## config.mk

```make
export PLATFORM = sky130hd
export DESIGN_NAME = load_cell_adc_serial_reader_top_flat
export DESIGN_NICKNAME = d
export VERILOG_FILES = /design/src/sv/lcr_pkg.sv /design/src/sv/lcr_ifs.sv /design/src/sv/load_cell_adc_serial_reader_top.sv /design/src/sv/lcr_regs.sv /design/src/sv/lcr_ctrl.sv /design/src/sv/lcr_dpath.sv /design/src/flat_wrapper.sv
export SDC_FILE = /design/constraint.sdc
export NUM_CORES = 1
export LEC_CHECK = 0
export ABC_AREA = 1
export ABC_CLOCK_PERIOD_IN_PS = 8840
export BUFFER_PORTS_ARGS = -buffer_cell sky130_fd_sc_hd__buf_2
export CORE_MARGIN = 4
export CORE_UTILIZATION = 65
export CTS_BUF_LIST = sky130_fd_sc_hd__clkbuf_8
export DETAILED_ROUTE_END_ITERATION = 8
export PLACE_DENSITY = 0.85
export SYNTH_ARGS = -nofsm -noshare
export SYNTH_HDL_FRONTEND = slang
export SYNTH_SLANG_ARGS = --single-unit
```

## constraint.sdc

```tcl
create_clock -name i_clk -period 8.84 [get_ports i_clk]
set_input_delay 1.326 -clock i_clk [delete_from_list [all_inputs] [get_ports i_clk]]
set_output_delay 1.326 -clock i_clk [all_outputs]
set_load 0.005 [all_outputs]
```

## src/sv/lcr_pkg.sv

```systemverilog
// Shared types and constants of the bridge converter serial reader.
// Used by the channel interfaces and every module of the block; no dependencies.
package lcr_pkg;

    // Word and averaging sizes
    localparam int DATA_BITS       = 24;
    localparam int MAX_AVERAGE     = 256;
    localparam int MAX_EXTRA       = 4;
    localparam int SUM_BITS        = DATA_BITS + $clog2(MAX_AVERAGE);
    localparam int CNT_W           = $clog2(MAX_AVERAGE + 1);
    localparam int PULSE_W         = $clog2(DATA_BITS + MAX_EXTRA + 1);
    localparam int DIV_CNT_W       = $clog2(SUM_BITS);

    // Register field widths
    localparam int GAIN_W          = 2;
    localparam int WAIT_W          = 24;
    localparam int HP_W            = 8;

    // Configuration port
    localparam int ADDR_W          = 5;
    localparam int APB_DW          = 32;
    localparam int REG_IDX_W       = ADDR_W - 2;

    localparam logic [WAIT_W-1:0] TIMEOUT_RST = WAIT_W'(200000);

    // Register indexes
    localparam logic [REG_IDX_W-1:0] REG_GAIN    = REG_IDX_W'(0);
    localparam logic [REG_IDX_W-1:0] REG_COUNT   = REG_IDX_W'(1);
    localparam logic [REG_IDX_W-1:0] REG_TIMEOUT = REG_IDX_W'(2);
    localparam logic [REG_IDX_W-1:0] REG_HALF    = REG_IDX_W'(3);
    localparam logic [REG_IDX_W-1:0] REG_PDOWN   = REG_IDX_W'(4);

    typedef enum logic [2:0] {
        PH_IDLE,
        PH_WAIT,
        PH_HIGH,
        PH_LOW,
        PH_LOAD,
        PH_DIV
    } t_phase;

    // Effective configuration (count and half period already clamped)
    typedef struct packed {
        logic [GAIN_W-1:0] gain;
        logic [CNT_W-1:0]  count;
        logic [WAIT_W-1:0] timeout;
        logic [HP_W-1:0]   half_period;
        logic              power_down;
    } t_cfg;

    // Controller to datapath commands
    typedef struct packed {
        logic run_clear;
        logic wait_clear;
        logic wait_inc;
        logic read_clear;
        logic hp_inc;
        logic hp_clear;
        logic shift_en;
        logic pulse_inc;
        logic acc;
        logic div_start;
        logic avg_store;
    } t_cmd;

    // Datapath to controller status
    typedef struct packed {
        logic wait_expire;
        logic hp_reached;
        logic bit_slot;
        logic more_pulses;
        logic last_reading;
        logic div_fin;
    } t_stat;

    // Control fields of one result beat
    typedef struct packed {
        logic load;
        logic clk;
        logic busy;
        logic done;
        logic tmo;
    } t_beat;

    function automatic logic signed [SUM_BITS-1:0] sext(input logic [DATA_BITS-1:0] w);
        sext = {{(SUM_BITS - DATA_BITS){w[DATA_BITS-1]}}, w};
    endfunction

endpackage

```

## src/sv/lcr_ifs.sv

```systemverilog
// Valid/ready channel interfaces for tick inputs and per-tick results.
// Depends on lcr_pkg.
interface lcr_in_if;
    import lcr_pkg::*;

    logic valid;
    logic ready;
    logic dout_sample;
    logic start_req;

    modport source (output valid, output dout_sample, output start_req, input ready);
    modport sink   (input valid, input dout_sample, input start_req, output ready);
endinterface

interface lcr_out_if;
    import lcr_pkg::*;

    logic                        valid;
    logic                        ready;
    logic                        clock_out;
    logic                        busy_res;
    logic                        done_res;
    logic                        timed_out;
    logic signed [DATA_BITS-1:0] average;

    modport source (output valid, output clock_out, output busy_res, output done_res,
                    output timed_out, output average, input ready);
    modport sink   (input valid, input clock_out, input busy_res, input done_res,
                    input timed_out, input average, output ready);
endinterface

```

## src/sv/load_cell_adc_serial_reader_top.sv

```systemverilog
// Top level of the bridge converter serial reader: channels, registers, sequencer
// and datapath. Depends on lcr_pkg, lcr_ifs, lcr_regs, lcr_ctrl and lcr_dpath.
//
// Each input beat is one time tick carrying the sampled data line and a start
// request; each accepted beat yields exactly one result beat, in order, through a
// one-deep output register. A tick is taken in any cycle in which that register is
// empty or its beat leaves, so with a ready receiver one tick is accepted per clock.
// The exception is the tick that completes the last reading of a request: its
// result comes out only once the divider is loaded, the one-bit-per-cycle
// restoring divider has formed sum / count and the average is stored, and once
// the receiver has taken the previous beat; no tick is taken meanwhile.
// Registers sit at byte addresses 0, 4, 8, 12 and 16 and are to be written only
// while no run is active; the block itself does not enforce this.
module load_cell_adc_serial_reader_top (
    input  logic                        i_clk,
    input  logic                        i_rst_n,
    lcr_in_if.sink                      i_item,
    lcr_out_if.source                   o_res,
    input  logic                        psel,
    input  logic                        penable,
    input  logic                        pwrite,
    input  logic [lcr_pkg::ADDR_W-1:0]  paddr,
    input  logic [lcr_pkg::APB_DW-1:0]  pwdata,
    output logic [lcr_pkg::APB_DW-1:0]  prdata,
    output logic                        pready
);
    import lcr_pkg::*;

    t_cfg                 cfg;
    t_cmd                 cmd;
    t_stat                stat;
    t_beat                beat;
    logic                 in_ready;
    logic                 out_free;
    logic [DATA_BITS-1:0] avg_next;

    logic                 r_out_valid;
    logic                 r_clk;
    logic                 r_busy;
    logic                 r_done;
    logic                 r_tmo;
    logic [DATA_BITS-1:0] r_avg;

    assign out_free     = !r_out_valid || o_res.ready;
    assign i_item.ready = in_ready;

    lcr_regs u_regs (
        .i_clk   (i_clk),
        .i_rst_n (i_rst_n),
        .psel    (psel),
        .penable (penable),
        .pwrite  (pwrite),
        .paddr   (paddr),
        .pwdata  (pwdata),
        .prdata  (prdata),
        .pready  (pready),
        .o_cfg   (cfg)
    );

    lcr_ctrl u_ctrl (
        .i_clk      (i_clk),
        .i_rst_n    (i_rst_n),
        .i_in_valid (i_item.valid),
        .i_dout     (i_item.dout_sample),
        .i_start    (i_item.start_req),
        .i_out_free (out_free),
        .i_pdown    (cfg.power_down),
        .i_stat     (stat),
        .o_in_ready (in_ready),
        .o_cmd      (cmd),
        .o_beat     (beat)
    );

    lcr_dpath u_dpath (
        .i_clk      (i_clk),
        .i_rst_n    (i_rst_n),
        .i_cfg      (cfg),
        .i_cmd      (cmd),
        .i_dout     (i_item.dout_sample),
        .o_stat     (stat),
        .o_avg_next (avg_next)
    );

    // Output register: valid flag
    always_ff @(posedge i_clk) begin
        if (!i_rst_n) begin
            r_out_valid <= 1'b0;
        end else if (beat.load) begin
            r_out_valid <= 1'b1;
        end else if (o_res.ready) begin
            r_out_valid <= 1'b0;
        end
    end

    // Output register: payload
    always_ff @(posedge i_clk) begin
        if (beat.load) begin
            r_clk  <= beat.clk;
            r_busy <= beat.busy;
            r_done <= beat.done;
            r_tmo  <= beat.tmo;
            r_avg  <= avg_next;
        end
    end

    assign o_res.valid     = r_out_valid;
    assign o_res.clock_out = r_clk;
    assign o_res.busy_res  = r_busy;
    assign o_res.done_res  = r_done;
    assign o_res.timed_out = r_tmo;
    assign o_res.average   = r_avg;

    // A result beat is only formed when the output register has room
    a_no_overrun: assert property (@(posedge i_clk) disable iff (!i_rst_n)
        beat.load |-> out_free)
        else $error("result beat overwrites a pending beat");

endmodule

```

## src/sv/lcr_regs.sv

```systemverilog
// APB-style configuration registers with read-back and clamped effective values.
// Depends on lcr_pkg.
module lcr_regs (
    input  logic                        i_clk,
    input  logic                        i_rst_n,
    input  logic                        psel,
    input  logic                        penable,
    input  logic                        pwrite,
    input  logic [lcr_pkg::ADDR_W-1:0]  paddr,
    input  logic [lcr_pkg::APB_DW-1:0]  pwdata,
    output logic [lcr_pkg::APB_DW-1:0]  prdata,
    output logic                        pready,
    output lcr_pkg::t_cfg               o_cfg
);
    import lcr_pkg::*;

    logic [GAIN_W-1:0]    r_gain;
    logic [CNT_W-1:0]     r_count;
    logic [WAIT_W-1:0]    r_timeout;
    logic [HP_W-1:0]      r_half;
    logic                 r_pdown;
    logic                 wr_en;
    logic [REG_IDX_W-1:0] reg_idx;

    assign pready  = 1'b1;
    assign wr_en   = psel & penable & pwrite;
    assign reg_idx = paddr[ADDR_W-1:2];

    // Register writes
    always_ff @(posedge i_clk) begin
        if (!i_rst_n) begin
            r_gain    <= '0;
            r_count   <= CNT_W'(1);
            r_timeout <= TIMEOUT_RST;
            r_half    <= HP_W'(1);
            r_pdown   <= 1'b0;
        end else if (wr_en) begin
            case (reg_idx)
                REG_GAIN:    r_gain    <= pwdata[GAIN_W-1:0];
                REG_COUNT:   r_count   <= pwdata[CNT_W-1:0];
                REG_TIMEOUT: r_timeout <= pwdata[WAIT_W-1:0];
                REG_HALF:    r_half    <= pwdata[HP_W-1:0];
                REG_PDOWN:   r_pdown   <= pwdata[0];
                default: ;
            endcase
        end
    end

    // Read-back
    always_comb begin
        prdata = '0;
        case (reg_idx)
            REG_GAIN:    prdata = APB_DW'(r_gain);
            REG_COUNT:   prdata = APB_DW'(r_count);
            REG_TIMEOUT: prdata = APB_DW'(r_timeout);
            REG_HALF:    prdata = APB_DW'(r_half);
            REG_PDOWN:   prdata = APB_DW'(r_pdown);
            default:     prdata = '0;
        endcase
    end

    // Effective values: count clamped to 1..MAX_AVERAGE, zero half period acts as one
    always_comb begin
        o_cfg.gain        = r_gain;
        o_cfg.timeout     = r_timeout;
        o_cfg.power_down  = r_pdown;
        o_cfg.half_period = (r_half == '0) ? HP_W'(1) : r_half;
        if (r_count == '0) begin
            o_cfg.count = CNT_W'(1);
        end else if (r_count > CNT_W'(MAX_AVERAGE)) begin
            o_cfg.count = CNT_W'(MAX_AVERAGE);
        end else begin
            o_cfg.count = r_count;
        end
    end

endmodule

```

## src/sv/lcr_ctrl.sv

```systemverilog
// Readout sequencer: phase state machine, input handshake and per-tick result control.
// Depends on lcr_pkg; drives lcr_dpath through t_cmd and reads t_stat.
module lcr_ctrl (
    input  logic            i_clk,
    input  logic            i_rst_n,
    input  logic            i_in_valid,
    input  logic            i_dout,
    input  logic            i_start,
    input  logic            i_out_free,
    input  logic            i_pdown,
    input  lcr_pkg::t_stat  i_stat,
    output logic            o_in_ready,
    output lcr_pkg::t_cmd   o_cmd,
    output lcr_pkg::t_beat  o_beat
);
    import lcr_pkg::*;

    t_phase r_state;
    t_phase n_state;
    logic   fire;

    // No tick is taken while the average is being worked out
    assign o_in_ready = (r_state != PH_LOAD) && (r_state != PH_DIV) && i_out_free;
    assign fire       = i_in_valid & o_in_ready;

    always_ff @(posedge i_clk) begin
        if (!i_rst_n) begin
            r_state <= PH_IDLE;
        end else begin
            r_state <= n_state;
        end
    end

    // Next phase, datapath commands and result beat
    always_comb begin
        n_state = r_state;
        o_cmd   = '0;
        o_beat  = '0;
        if (fire) begin
            o_beat.load = 1'b1;
            if (i_pdown) begin
                n_state    = PH_IDLE;
                o_beat.clk = 1'b1;
            end else begin
                case (r_state)
                    PH_IDLE: begin
                        if (i_start) begin
                            o_cmd.run_clear  = 1'b1;
                            o_cmd.wait_clear = 1'b1;
                            n_state          = PH_WAIT;
                        end
                    end
                    PH_WAIT: begin
                        if (!i_dout) begin
                            o_cmd.read_clear = 1'b1;
                            n_state          = PH_HIGH;
                        end else begin
                            o_cmd.wait_inc = 1'b1;
                            if (i_stat.wait_expire) begin
                                n_state    = PH_IDLE;
                                o_beat.tmo = 1'b1;
                            end
                        end
                    end
                    PH_HIGH: begin
                        o_beat.clk = 1'b1;
                        if (i_stat.hp_reached) begin
                            o_cmd.hp_clear = 1'b1;
                            o_cmd.shift_en = i_stat.bit_slot;
                            n_state        = PH_LOW;
                        end else begin
                            o_cmd.hp_inc = 1'b1;
                        end
                    end
                    PH_LOW: begin
                        if (i_stat.hp_reached) begin
                            o_cmd.hp_clear  = 1'b1;
                            o_cmd.pulse_inc = 1'b1;
                            if (i_stat.more_pulses) begin
                                n_state = PH_HIGH;
                            end else begin
                                o_cmd.acc = 1'b1;
                                if (i_stat.last_reading) begin
                                    // result beat waits for the divider
                                    o_beat.load = 1'b0;
                                    n_state     = PH_LOAD;
                                end else begin
                                    o_cmd.wait_clear = 1'b1;
                                    n_state          = PH_WAIT;
                                end
                            end
                        end else begin
                            o_cmd.hp_inc = 1'b1;
                        end
                    end
                    default: n_state = PH_IDLE;
                endcase
            end
        end else begin
            case (r_state)
                PH_LOAD: begin
                    o_cmd.div_start = 1'b1;
                    n_state         = PH_DIV;
                end
                PH_DIV: begin
                    // done beat also waits for room in the output register
                    if (i_stat.div_fin && i_out_free) begin
                        o_cmd.avg_store = 1'b1;
                        o_beat.load     = 1'b1;
                        o_beat.done     = 1'b1;
                        n_state         = PH_IDLE;
                    end
                end
                default: ;
            endcase
        end
        o_beat.busy = (n_state != PH_IDLE);
    end

    // A finished run and a timeout never share a beat
    a_done_tmo_excl: assert property (@(posedge i_clk) disable iff (!i_rst_n)
        o_beat.load |-> !(o_beat.done && o_beat.tmo))
        else $error("done and timeout in one beat");

    // The averaged result closes the run with the clock low
    a_done_idle: assert property (@(posedge i_clk) disable iff (!i_rst_n)
        (o_beat.load && o_beat.done) |-> (!o_beat.busy && !o_beat.clk))
        else $error("done beat while busy or clock high");

endmodule

```

## src/sv/lcr_dpath.sv

```systemverilog
// Readout datapath: tick counters, shift register, running sum, serial divider.
// Depends on lcr_pkg; controlled by lcr_ctrl through t_cmd / t_stat.
module lcr_dpath (
    input  logic                           i_clk,
    input  logic                           i_rst_n,
    input  lcr_pkg::t_cfg                  i_cfg,
    input  lcr_pkg::t_cmd                  i_cmd,
    input  logic                           i_dout,
    output lcr_pkg::t_stat                 o_stat,
    output logic [lcr_pkg::DATA_BITS-1:0]  o_avg_next
);
    import lcr_pkg::*;

    logic [WAIT_W-1:0]          r_wait;
    logic [HP_W-1:0]            r_hpc;
    logic [PULSE_W-1:0]         r_pulse;
    logic [DATA_BITS-1:0]       r_shift;
    logic signed [SUM_BITS-1:0] r_sum;
    logic [CNT_W-1:0]           r_reads;
    logic [DATA_BITS-1:0]       r_last_avg;
    logic [SUM_BITS-1:0]        r_quo;
    logic [CNT_W-1:0]           r_rem;
    logic                       r_neg;
    logic [DIV_CNT_W-1:0]       r_div_cnt;
    logic                       r_div_run;
    logic                       r_div_fin;

    logic [PULSE_W:0]           pulse_limit;
    logic [CNT_W:0]             trial;
    logic [CNT_W-1:0]           rem_shift;
    logic [DATA_BITS-1:0]       quo_low;

    // Status compares, all but bit_slot against the counter's next value
    assign pulse_limit        = (PULSE_W+1)'(DATA_BITS + 1) + (PULSE_W+1)'(i_cfg.gain);
    assign o_stat.wait_expire = ({1'b0, r_wait} + (WAIT_W+1)'(1)) >= {1'b0, i_cfg.timeout};
    assign o_stat.hp_reached  = ({1'b0, r_hpc} + (HP_W+1)'(1)) >= {1'b0, i_cfg.half_period};
    assign o_stat.bit_slot    = r_pulse < PULSE_W'(DATA_BITS);
    assign o_stat.more_pulses = ({1'b0, r_pulse} + (PULSE_W+1)'(1)) < pulse_limit;
    assign o_stat.last_reading = ({1'b0, r_reads} + (CNT_W+1)'(1)) >= {1'b0, i_cfg.count};
    assign o_stat.div_fin     = r_div_fin;

    // One restoring step: remainder stays below the count
    assign rem_shift = {r_rem[CNT_W-2:0], r_quo[SUM_BITS-1]};
    assign trial     = {r_rem, r_quo[SUM_BITS-1]} - {1'b0, i_cfg.count};

    // Truncation toward zero: divide magnitudes, restore the sign
    assign quo_low    = r_quo[DATA_BITS-1:0];
    assign o_avg_next = i_cmd.avg_store ? (r_neg ? (~quo_low + DATA_BITS'(1)) : quo_low)
                                        : r_last_avg;

    // Tick counters and bit capture
    always_ff @(posedge i_clk) begin
        if (!i_rst_n) begin
            r_wait  <= '0;
            r_hpc   <= '0;
            r_pulse <= '0;
            r_reads <= '0;
        end else begin
            if (i_cmd.wait_clear) begin
                r_wait <= '0;
            end else if (i_cmd.wait_inc) begin
                r_wait <= r_wait + WAIT_W'(1);
            end
            if (i_cmd.read_clear || i_cmd.hp_clear) begin
                r_hpc <= '0;
            end else if (i_cmd.hp_inc) begin
                r_hpc <= r_hpc + HP_W'(1);
            end
            if (i_cmd.read_clear) begin
                r_pulse <= '0;
            end else if (i_cmd.pulse_inc) begin
                r_pulse <= r_pulse + PULSE_W'(1);
            end
            if (i_cmd.run_clear) begin
                r_reads <= '0;
            end else if (i_cmd.acc) begin
                r_reads <= r_reads + CNT_W'(1);
            end
        end
    end

    // Shift register and running sum
    always_ff @(posedge i_clk) begin
        if (i_cmd.read_clear) begin
            r_shift <= '0;
        end else if (i_cmd.shift_en) begin
            r_shift <= {r_shift[DATA_BITS-2:0], i_dout};
        end
        if (i_cmd.run_clear) begin
            r_sum <= '0;
        end else if (i_cmd.acc) begin
            r_sum <= r_sum + sext(r_shift);
        end
    end

    // Serial divider control and stored average
    always_ff @(posedge i_clk) begin
        if (!i_rst_n) begin
            r_div_run  <= 1'b0;
            r_div_fin  <= 1'b0;
            r_div_cnt  <= '0;
            r_last_avg <= '0;
        end else begin
            r_last_avg <= o_avg_next;
            if (i_cmd.div_start) begin
                r_div_run <= 1'b1;
                r_div_fin <= 1'b0;
                r_div_cnt <= '0;
            end else if (r_div_run) begin
                r_div_cnt <= r_div_cnt + DIV_CNT_W'(1);
                if (r_div_cnt == DIV_CNT_W'(SUM_BITS - 1)) begin
                    r_div_run <= 1'b0;
                    r_div_fin <= 1'b1;
                end
            end else if (i_cmd.avg_store) begin
                r_div_fin <= 1'b0;
            end
        end
    end

    // Divider operands: one quotient bit a cycle
    always_ff @(posedge i_clk) begin
        if (i_cmd.div_start) begin
            r_neg <= r_sum[SUM_BITS-1];
            r_quo <= r_sum[SUM_BITS-1] ? (~r_sum + SUM_BITS'(1)) : r_sum;
            r_rem <= '0;
        end else if (r_div_run) begin
            if (!trial[CNT_W]) begin
                r_rem <= trial[CNT_W-1:0];
                r_quo <= {r_quo[SUM_BITS-2:0], 1'b1};
            end else begin
                r_rem <= rem_shift;
                r_quo <= {r_quo[SUM_BITS-2:0], 1'b0};
            end
        end
    end

    // Partial remainder must stay below the divisor
    a_rem_bound: assert property (@(posedge i_clk) disable iff (!i_rst_n)
        r_div_run && !$past(i_cmd.div_start) |-> (r_rem < i_cfg.count))
        else $error("divider remainder out of range");

endmodule

```

## src/flat_wrapper.sv

```systemverilog
// flat-port wrapper written by rule: the top's interface ports become plain ports
module load_cell_adc_serial_reader_top_flat import lcr_pkg::*;
  (i_clk, i_rst_n, psel, penable, pwrite, paddr, pwdata, prdata, pready, i_item_valid, i_item_dout_sample, i_item_start_req, i_item_ready, o_res_valid, o_res_clock_out, o_res_busy_res, o_res_done_res, o_res_timed_out, o_res_average, o_res_ready);
  lcr_in_if i_item_i ();
  lcr_out_if o_res_i ();
  input  logic i_clk;
  input  logic i_rst_n;
  input  logic psel;
  input  logic penable;
  input  logic pwrite;
  input  logic [lcr_pkg::ADDR_W-1:0] paddr;
  input  logic [lcr_pkg::APB_DW-1:0] pwdata;
  output logic [lcr_pkg::APB_DW-1:0] prdata;
  output logic pready;
  input wire logic [$bits(i_item_i.valid)-1:0] i_item_valid;
  input wire logic [$bits(i_item_i.dout_sample)-1:0] i_item_dout_sample;
  input wire logic [$bits(i_item_i.start_req)-1:0] i_item_start_req;
  output wire logic [$bits(i_item_i.ready)-1:0] i_item_ready;
  output wire logic [$bits(o_res_i.valid)-1:0] o_res_valid;
  output wire logic [$bits(o_res_i.clock_out)-1:0] o_res_clock_out;
  output wire logic [$bits(o_res_i.busy_res)-1:0] o_res_busy_res;
  output wire logic [$bits(o_res_i.done_res)-1:0] o_res_done_res;
  output wire logic [$bits(o_res_i.timed_out)-1:0] o_res_timed_out;
  output wire logic [$bits(o_res_i.average)-1:0] o_res_average;
  input wire logic [$bits(o_res_i.ready)-1:0] o_res_ready;
  assign i_item_i.valid = i_item_valid;
  assign i_item_i.dout_sample = i_item_dout_sample;
  assign i_item_i.start_req = i_item_start_req;
  assign i_item_ready = i_item_i.ready;
  assign o_res_valid = o_res_i.valid;
  assign o_res_clock_out = o_res_i.clock_out;
  assign o_res_busy_res = o_res_i.busy_res;
  assign o_res_done_res = o_res_i.done_res;
  assign o_res_timed_out = o_res_i.timed_out;
  assign o_res_average = o_res_i.average;
  assign o_res_i.ready = o_res_ready;
  load_cell_adc_serial_reader_top u_core (.i_clk(i_clk), .i_rst_n(i_rst_n), .i_item(i_item_i), .o_res(o_res_i), .psel(psel), .penable(penable), .pwrite(pwrite), .paddr(paddr), .pwdata(pwdata), .prdata(prdata), .pready(pready));
endmodule
```

==> results.sh, run 1 <==
export IMPL_num_vias=14090
export IMPL_start_util=0.6678
export IMPL_relSlewSlack=0.1911
export IMPL_yosys_warnings=0
export IMPL_finalSetupTns_ns=0
export IMPL_h_tree_depth=2
export IMPL_ios=109
export IMPL_synth_edff_count=61
export IMPL_final_area_um2=16670
export IMPL_grt_pass1_vias=12830
export IMPL_port_buffers=89
export IMPL_yosysSeqAreaShare=0.3694
export IMPL_clk_pin_slew_worst_paths_ns=0.06
export IMPL_overflow=0
export IMPL_wl_um=37280
export IMPL_fin_hold_ws_ns=0.4723
export IMPL_chipHeight_um=161.2
export IMPL_final_common_cell="nand2_1"
export IMPL_ctsHoldBuffers=0
export IMPL_drive_above_1_share=0.09628
export IMPL_rsz0062_at_grt="no"
export IMPL_post_route_util=0.7296
export IMPL_cts_sinks=251
export IMPL_final_cell_mix="nand2_1, inv_1, nor2_1, a21oi_1, dfxtp_1"
export IMPL_place_area_um2=15830
export IMPL_antenna_found_initial=0
export IMPL_dp_hpwl_um=27560
export IMPL_remaining_drc_errors=0
export IMPL_clockBufferDepth=3
export IMPL_power_leakage_nw=7.812
export IMPL_cap_violations=0
export IMPL_fp_row_count=55
export IMPL_crit_path_frequent_cell="nand2_1"
export IMPL_clk_latency_ns=0.56
export IMPL_layoutNonFillerInstCount=2546
export IMPL_cts_buffers_inserted=43
export IMPL_grt_max_degree=54
export IMPL_dr_pass1_iters=5
export IMPL_die_area_um2=25990
export IMPL_crit_required_ns=9.01
export IMPL_cts_resized=0
export IMPL_critPathSlowestCell="nand2_1"
export IMPL_fmax_mhz=224.2
export IMPL_startpoint_type="primary input"
export IMPL_area_growth_pct=9.258
export IMPL_cts_tree="built"
export IMPL_crit_path_max_incr_delay_ns=1.20
export IMPL_root_buffer="clkbuf_8"
export IMPL_cp_max_fo=28
export IMPL_place_gp_congestion=0.9652
export IMPL_postSynth_asyncResetShare=0
export IMPL_fin_nets=2344
export IMPL_track_usage=0.2748
export IMPL_peakVddDrop_uv=143.9
export IMPL_ant_nets=0
export IMPL_netlist_area_um2=15260
export IMPL_hold_viol_final=0
export IMPL_synth_main_ff_cell="dfxtp_1"
export IMPL_setup_viol_count_final=0
export IMPL_arrival_ns=4.63
export IMPL_period_needed_ns=4.460
export IMPL_outcome="completed"
export IMPL_coreArea_um2=22850
export IMPL_yosys_register_bits=251
export IMPL_dp_cells=2472
export IMPL_tightest_slew_ns=1.210
export IMPL_drt_initial_drc_count=1159
export IMPL_grt_pass1_wl_um=60730
export IMPL_viasPerCell=5.535
export IMPL_avgSynthCellArea_um2=7.176
export IMPL_syn_inst=2126
export IMPL_fin_crit_sh=0.5045
export IMPL_cts_setup_buffers=0
export IMPL_die_w_um=161.2
export IMPL_cp_end_kind="flop"
export IMPL_diodes=0
export IMPL_hold_path_class="reg -> reg"
export IMPL_wl_per_cell_um=14.64
export IMPL_finalMaxSlewViolations=0
export IMPL_p_per_area_nw_per_um2=162.1
export IMPL_critical_path_class="in -> reg"
export IMPL_skew_ns=0.01714
export IMPL_synth_distinct_cells=49
export IMPL_worstPathCellList="buf_2, inv_1, nand2_1, nand3_1, nor2_2, clkinv_1, nand2_1"
==> synth_stat cells, types with 16 or more instances <==
| master | instances | area, µm² |
|---|---|---|
| xor2_1 | 84 | 735.7 |
| buf_4 | 16 | 120.1 |
| dfxtp_1 | 190 | 3804 |
| nor2_1 | 214 | 803.3 |
| xnor2_1 | 16 | 140.1 |
| or2_2 | 26 | 162.7 |
| edfxtp_1 | 61 | 1832 |
| ha_1 | 92 | 1151 |
| nand3_1 | 106 | 530.5 |
| nand4_1 | 22 | 137.6 |
| inv_1 | 251 | 942.2 |
| nand2_1 | 497 | 1866 |
| a21oi_1 | 199 | 996.0 |
| nor3_1 | 20 | 100.1 |
| clkbuf_1 | 39 | 146.4 |
| o21ai_0 | 140 | 700.7 |
==> sequential cells by signal (all words and copies together), names as in the netlist, 2 cells and up <==
register / count
u_core.u_regs.r_count: 9
u_core.u_regs.r_half: 8
u_core.u_dpath.r_rem: 9
u_core.u_regs.r_gain: 2
u_core.u_dpath.r_quo: 32
u_core.u_dpath.r_last_avg: 24
u_core.u_dpath.r_wait: 24
u_core.u_dpath.r_div_cnt: 5
u_core.u_ctrl.r_state: 3
u_core.u_dpath.r_hpc: 8
u_core.u_regs.r_timeout: 24
u_core.u_dpath.r_sum: 32
u_core.o_res.average: 24
u_core.u_dpath.r_shift: 24
u_core.u_dpath.r_reads: 9
u_core.u_dpath.r_pulse: 5
==> per-stage QoR <==
step	power, W	setup WS (ns)
after CTS	0.002712	4.398
after global routing	0.002822	4.060
after floorplan	0.001583	5.376
final	0.002701	4.380
after detailed placement	0.001677	3.847
after global placement	0.001661	3.835
==> final cells by class <==
cell class,instances,area [µm²]
sequential,251,5635
clock buffer,47,646.9
tap,313,391.6
inverter,262,983.4
multi-input combinational,1551,8324
clock inverter,27,197.7
timing repair buffer,95,490.5
fill,1874,6177
==> layer usage <==
metal,share of wire,vias up,global-route usage
li1,-,7126,-
met1,0.46,6429,0.3884
met2,0.45,488,0.4440
met3,0.073,48,0.04516
met4,0.016,0,0.06708
met5,0,-,0
==> power breakdown <==
| group | switching [W] | internal, W |
|---|---|---|
| Combinational | 0.000239 | 0.000143 |
| Sequential | 0.0000456 | 0.00123 |
| Clock | 0.000484 | 0.000556 |
| Total | 0.000769 | 0.00193 |
==> critical path: cells and delay by family <==
family	cells	cell delay, ns
and+or+nand+nor	4	2.25
buffers and inverters	3	1.04
==> cells by family after synthesis <==
logic type,after synthesis,share of synthesized area
flip-flops,251,0.3694
AND/OR/NAND/NOR,923,0.2559
AO/OA/AOI/OAI,425,0.1520
other,2,0.0004922
adder cells (fa/ha/maj),94,0.07807
buffers and inverters,331,0.08676
XOR/XNOR,100,0.05741
==> path summary, 6_finish.rpt <==
kind / start / endpoint / slack, ns / cells after the start
min reg2reg: u_core.u_dpath.r_last_avg[12] / u_core.u_dpath.r_last_avg[12] / 0.47 / 2
max: o_res_ready / u_core.o_res.average[5] / 4.38 / 7
max reg2reg: u_core.u_ctrl.r_state[0] / u_core.o_res.average[5] / 4.82 / 6
min: u_core.u_dpath.r_last_avg[12] / u_core.u_dpath.r_last_avg[12] / 0.47 / 2
Note: power is estimated with default switching activity, not from simulation.
==> inputs of run 2 (changes only) <==
--- a/config.mk
+++ b/config.mk
@@ -6,13 +6,13 @@
 export NUM_CORES = 1
 export LEC_CHECK = 0
 export ABC_AREA = 1
-export ABC_CLOCK_PERIOD_IN_PS = 8840
+export ABC_CLOCK_PERIOD_IN_PS = 4400
 export BUFFER_PORTS_ARGS = -buffer_cell sky130_fd_sc_hd__buf_2
 export CORE_MARGIN = 4
-export CORE_UTILIZATION = 65
+export CORE_UTILIZATION = 63
 export CTS_BUF_LIST = sky130_fd_sc_hd__clkbuf_8
 export DETAILED_ROUTE_END_ITERATION = 8
-export PLACE_DENSITY = 0.85
+export PLACE_DENSITY = 0.83
 export SYNTH_ARGS = -nofsm -noshare
 export SYNTH_HDL_FRONTEND = slang
 export SYNTH_SLANG_ARGS = --single-unit
==> constraint.sdc (replaced) <==
create_clock -name i_clk -period 4.4 [get_ports i_clk]
set_input_delay 0.66 -clock i_clk [delete_from_list [all_inputs] [get_ports i_clk]]
set_output_delay 0.66 -clock i_clk [all_outputs]
set_load 0.005 [all_outputs]
==> run 2 against run 1 <==
  * Utilization down 1.8 points
  * Sequential cell count stayed put
  * Count of clock-buffer cells in the layout increased by 8
  * Non-clock buffer count is 9 higher
  * Die area grew 3.0%
==> results.sh, run 2 (same netlist as run 1, synthesis figures left out) <==
export IMPL_outcome="completed"
export IMPL_peakVddDrop_uv=232.9
export IMPL_fin_crit_sh=0.8251
export IMPL_wl_um=37090
export IMPL_setup_viol_count_final=0
export IMPL_worstPathCellList="ha_1, nand3_1, nor2_1, nand3_1, nor3_1, nand3_1, nor3_1, nand2_1, nand2_1, inv_1, ha_1, a21oi_1, nor2_1, a211oi_1, nor2_1, nor2_1, nand3_1, nand3_1, nand2_1, nand3_1"
export IMPL_p_per_area_nw_per_um2=333.5
export IMPL_critPathSlowestCell="dfxtp_1"
export IMPL_critPathTopFamily="simple AND/OR/NAND/NOR gates"
export IMPL_rsz0062_at_grt="no"
export IMPL_drive_above_1_share=0.1023
export IMPL_num_vias=14100
export IMPL_dr_pass1_iters=6
export IMPL_reg_largest_list="u_core.u_dpath.r_quo x32, u_core.u_dpath.r_sum x32"
export IMPL_skew_ns=0.02093
export IMPL_finalSetupTns_ns=0
export IMPL_cts_sinks=251
export IMPL_h_tree_depth=2
export IMPL_viasPerCell=5.493
export IMPL_place_area_um2=15900
export IMPL_timing_rr_start="u_core.u_dpath.r_wait[0]"
export IMPL_power_total_w=0.005620
export IMPL_pre_cts_ws_ns=0.8587
export IMPL_min_from="pwdata[11]"
export IMPL_cts_setup_buffers=0
export IMPL_fin_ws_ns=0.7695
export IMPL_fp_row_count=56
export IMPL_cp_end_kind="flop"
export IMPL_drt_initial_drc_count=1179
export IMPL_cts_tree="built"
export IMPL_grt_max_degree=53
export IMPL_coreArea_um2=23680
export IMPL_clk_latency_ns=0.56
export IMPL_dp_hpwl_um=27640
export IMPL_power_leakage_nw=7.915
export IMPL_overflow=0
export IMPL_hold_viol_final=0
export IMPL_critical_path_class="reg -> reg"
export IMPL_finalMaxSlewViolations=0
export IMPL_die_area_um2=26770
export IMPL_ant_nets=0
export IMPL_fin_nets=2353
export IMPL_fmax_mhz=275.4
export IMPL_relSlewSlack=0.2149
export IMPL_root_buffer="clkbuf_8"
export IMPL_grt_pass1_vias=12930
export IMPL_critPathBufInv=1
export IMPL_diodes=0
export IMPL_remaining_drc_errors=0
export IMPL_start_util=0.6442
export IMPL_ctsHoldBuffers=0
export IMPL_ios=109
export IMPL_final_cell_mix="nand2_1, inv_1, nor2_1, a21oi_1, dfxtp_1"
export IMPL_cp_max_fo=4
export IMPL_hold_path_class="in -> reg"
export IMPL_crit_path_max_incr_delay_ns=0.40
export IMPL_die_w_um=163.6
export IMPL_clk_pin_slew_worst_paths_ns=0.06
export IMPL_clockBufferDepth=3
export IMPL_final_common_cell="nand2_1"
export IMPL_cap_violations=0
export IMPL_chipHeight_um=163.6
export IMPL_port_buffers=89
export IMPL_tightest_slew_ns=1.176
export IMPL_critPathLaunch="u_core.u_dpath.r_wait[0]"
export IMPL_arrival_ns=4.04
export IMPL_crit_required_ns=4.81
export IMPL_startpoint_type="flop"
export IMPL_crit_path_frequent_cell="nand3_1"
export IMPL_final_area_um2=16850
export IMPL_place_gp_congestion=0.9455
export IMPL_period_needed_ns=3.630
export IMPL_grt_pass1_wl_um=61280
export IMPL_cts_buffers_inserted=43
export IMPL_track_usage=0.2737
export IMPL_antenna_found_initial=0
export IMPL_cts_resized=0
export IMPL_area_growth_pct=10.46
export IMPL_wl_per_cell_um=14.45
[run 2: cell type report]
class / instances / area, µm²
multi-input cells: 1551 / 8324
fillers: 2011 / 6830
flip-flops and latches: 251 / 5635
inverters: 262 / 983.4
clock buffers: 55 / 757.0
repair buffers: 104 / 558.0
well taps: 319 / 399.1
clock inverters: 25 / 195.2
[run 2: per-layer routing]
layer / share of wire / global-route usage / vias up
li1: - / - / 7149
met1: 0.46 / 0.3856 / 6409
met2: 0.45 / 0.4419 / 467
met3: 0.068 / 0.03886 / 76
met4: 0.021 / 0.07549 / 0
met5: 0 / 0 / -
[run 2: where the power goes]
| group | internal, W | leakage [nW] | switching (W) |
|---|---|---|---|
| sequential | 0.00248 | 2.11 | 0.0000856 |
| combinational | 0.000289 | 5.27 | 0.000476 |
| clock | 0.00131 | 0.533 | 0.000984 |
| total | 0.00407 | 7.91 | 0.00155 |
[run 2: worst paths after layout]
kind	to	slack [ns]	cells past startpoint
setup reg to reg	u_core.o_res.busy_res	0.77	20
setup / recovery	u_core.o_res.busy_res	0.77	20
hold / removal	u_core.u_regs.r_timeout[11]	0.33	3
hold reg to reg	u_core.u_dpath.r_last_avg[2]	0.46	2
[run 2: tightest hold or removal path, cell delays in order]
cell and delay, ns:
buf_2 0.07, nand2_1 0.04, o211ai_1 0.06
[run 2: metrics by stage]
stage | hold WS (ns) | utilization | cells
2_1_floorplan | 0.4064 | - | 2133
3_3_place_gp | 0.4497 | 0.6714 | 2487
3_5_place_dp | 0.4517 | 0.6714 | 2487
4_1_cts | 0.2997 | 0.7116 | 2567
5_1_grt | 0.3472 | 0.7116 | 2567
6_report | 0.3323 | 0.7116 | 2567
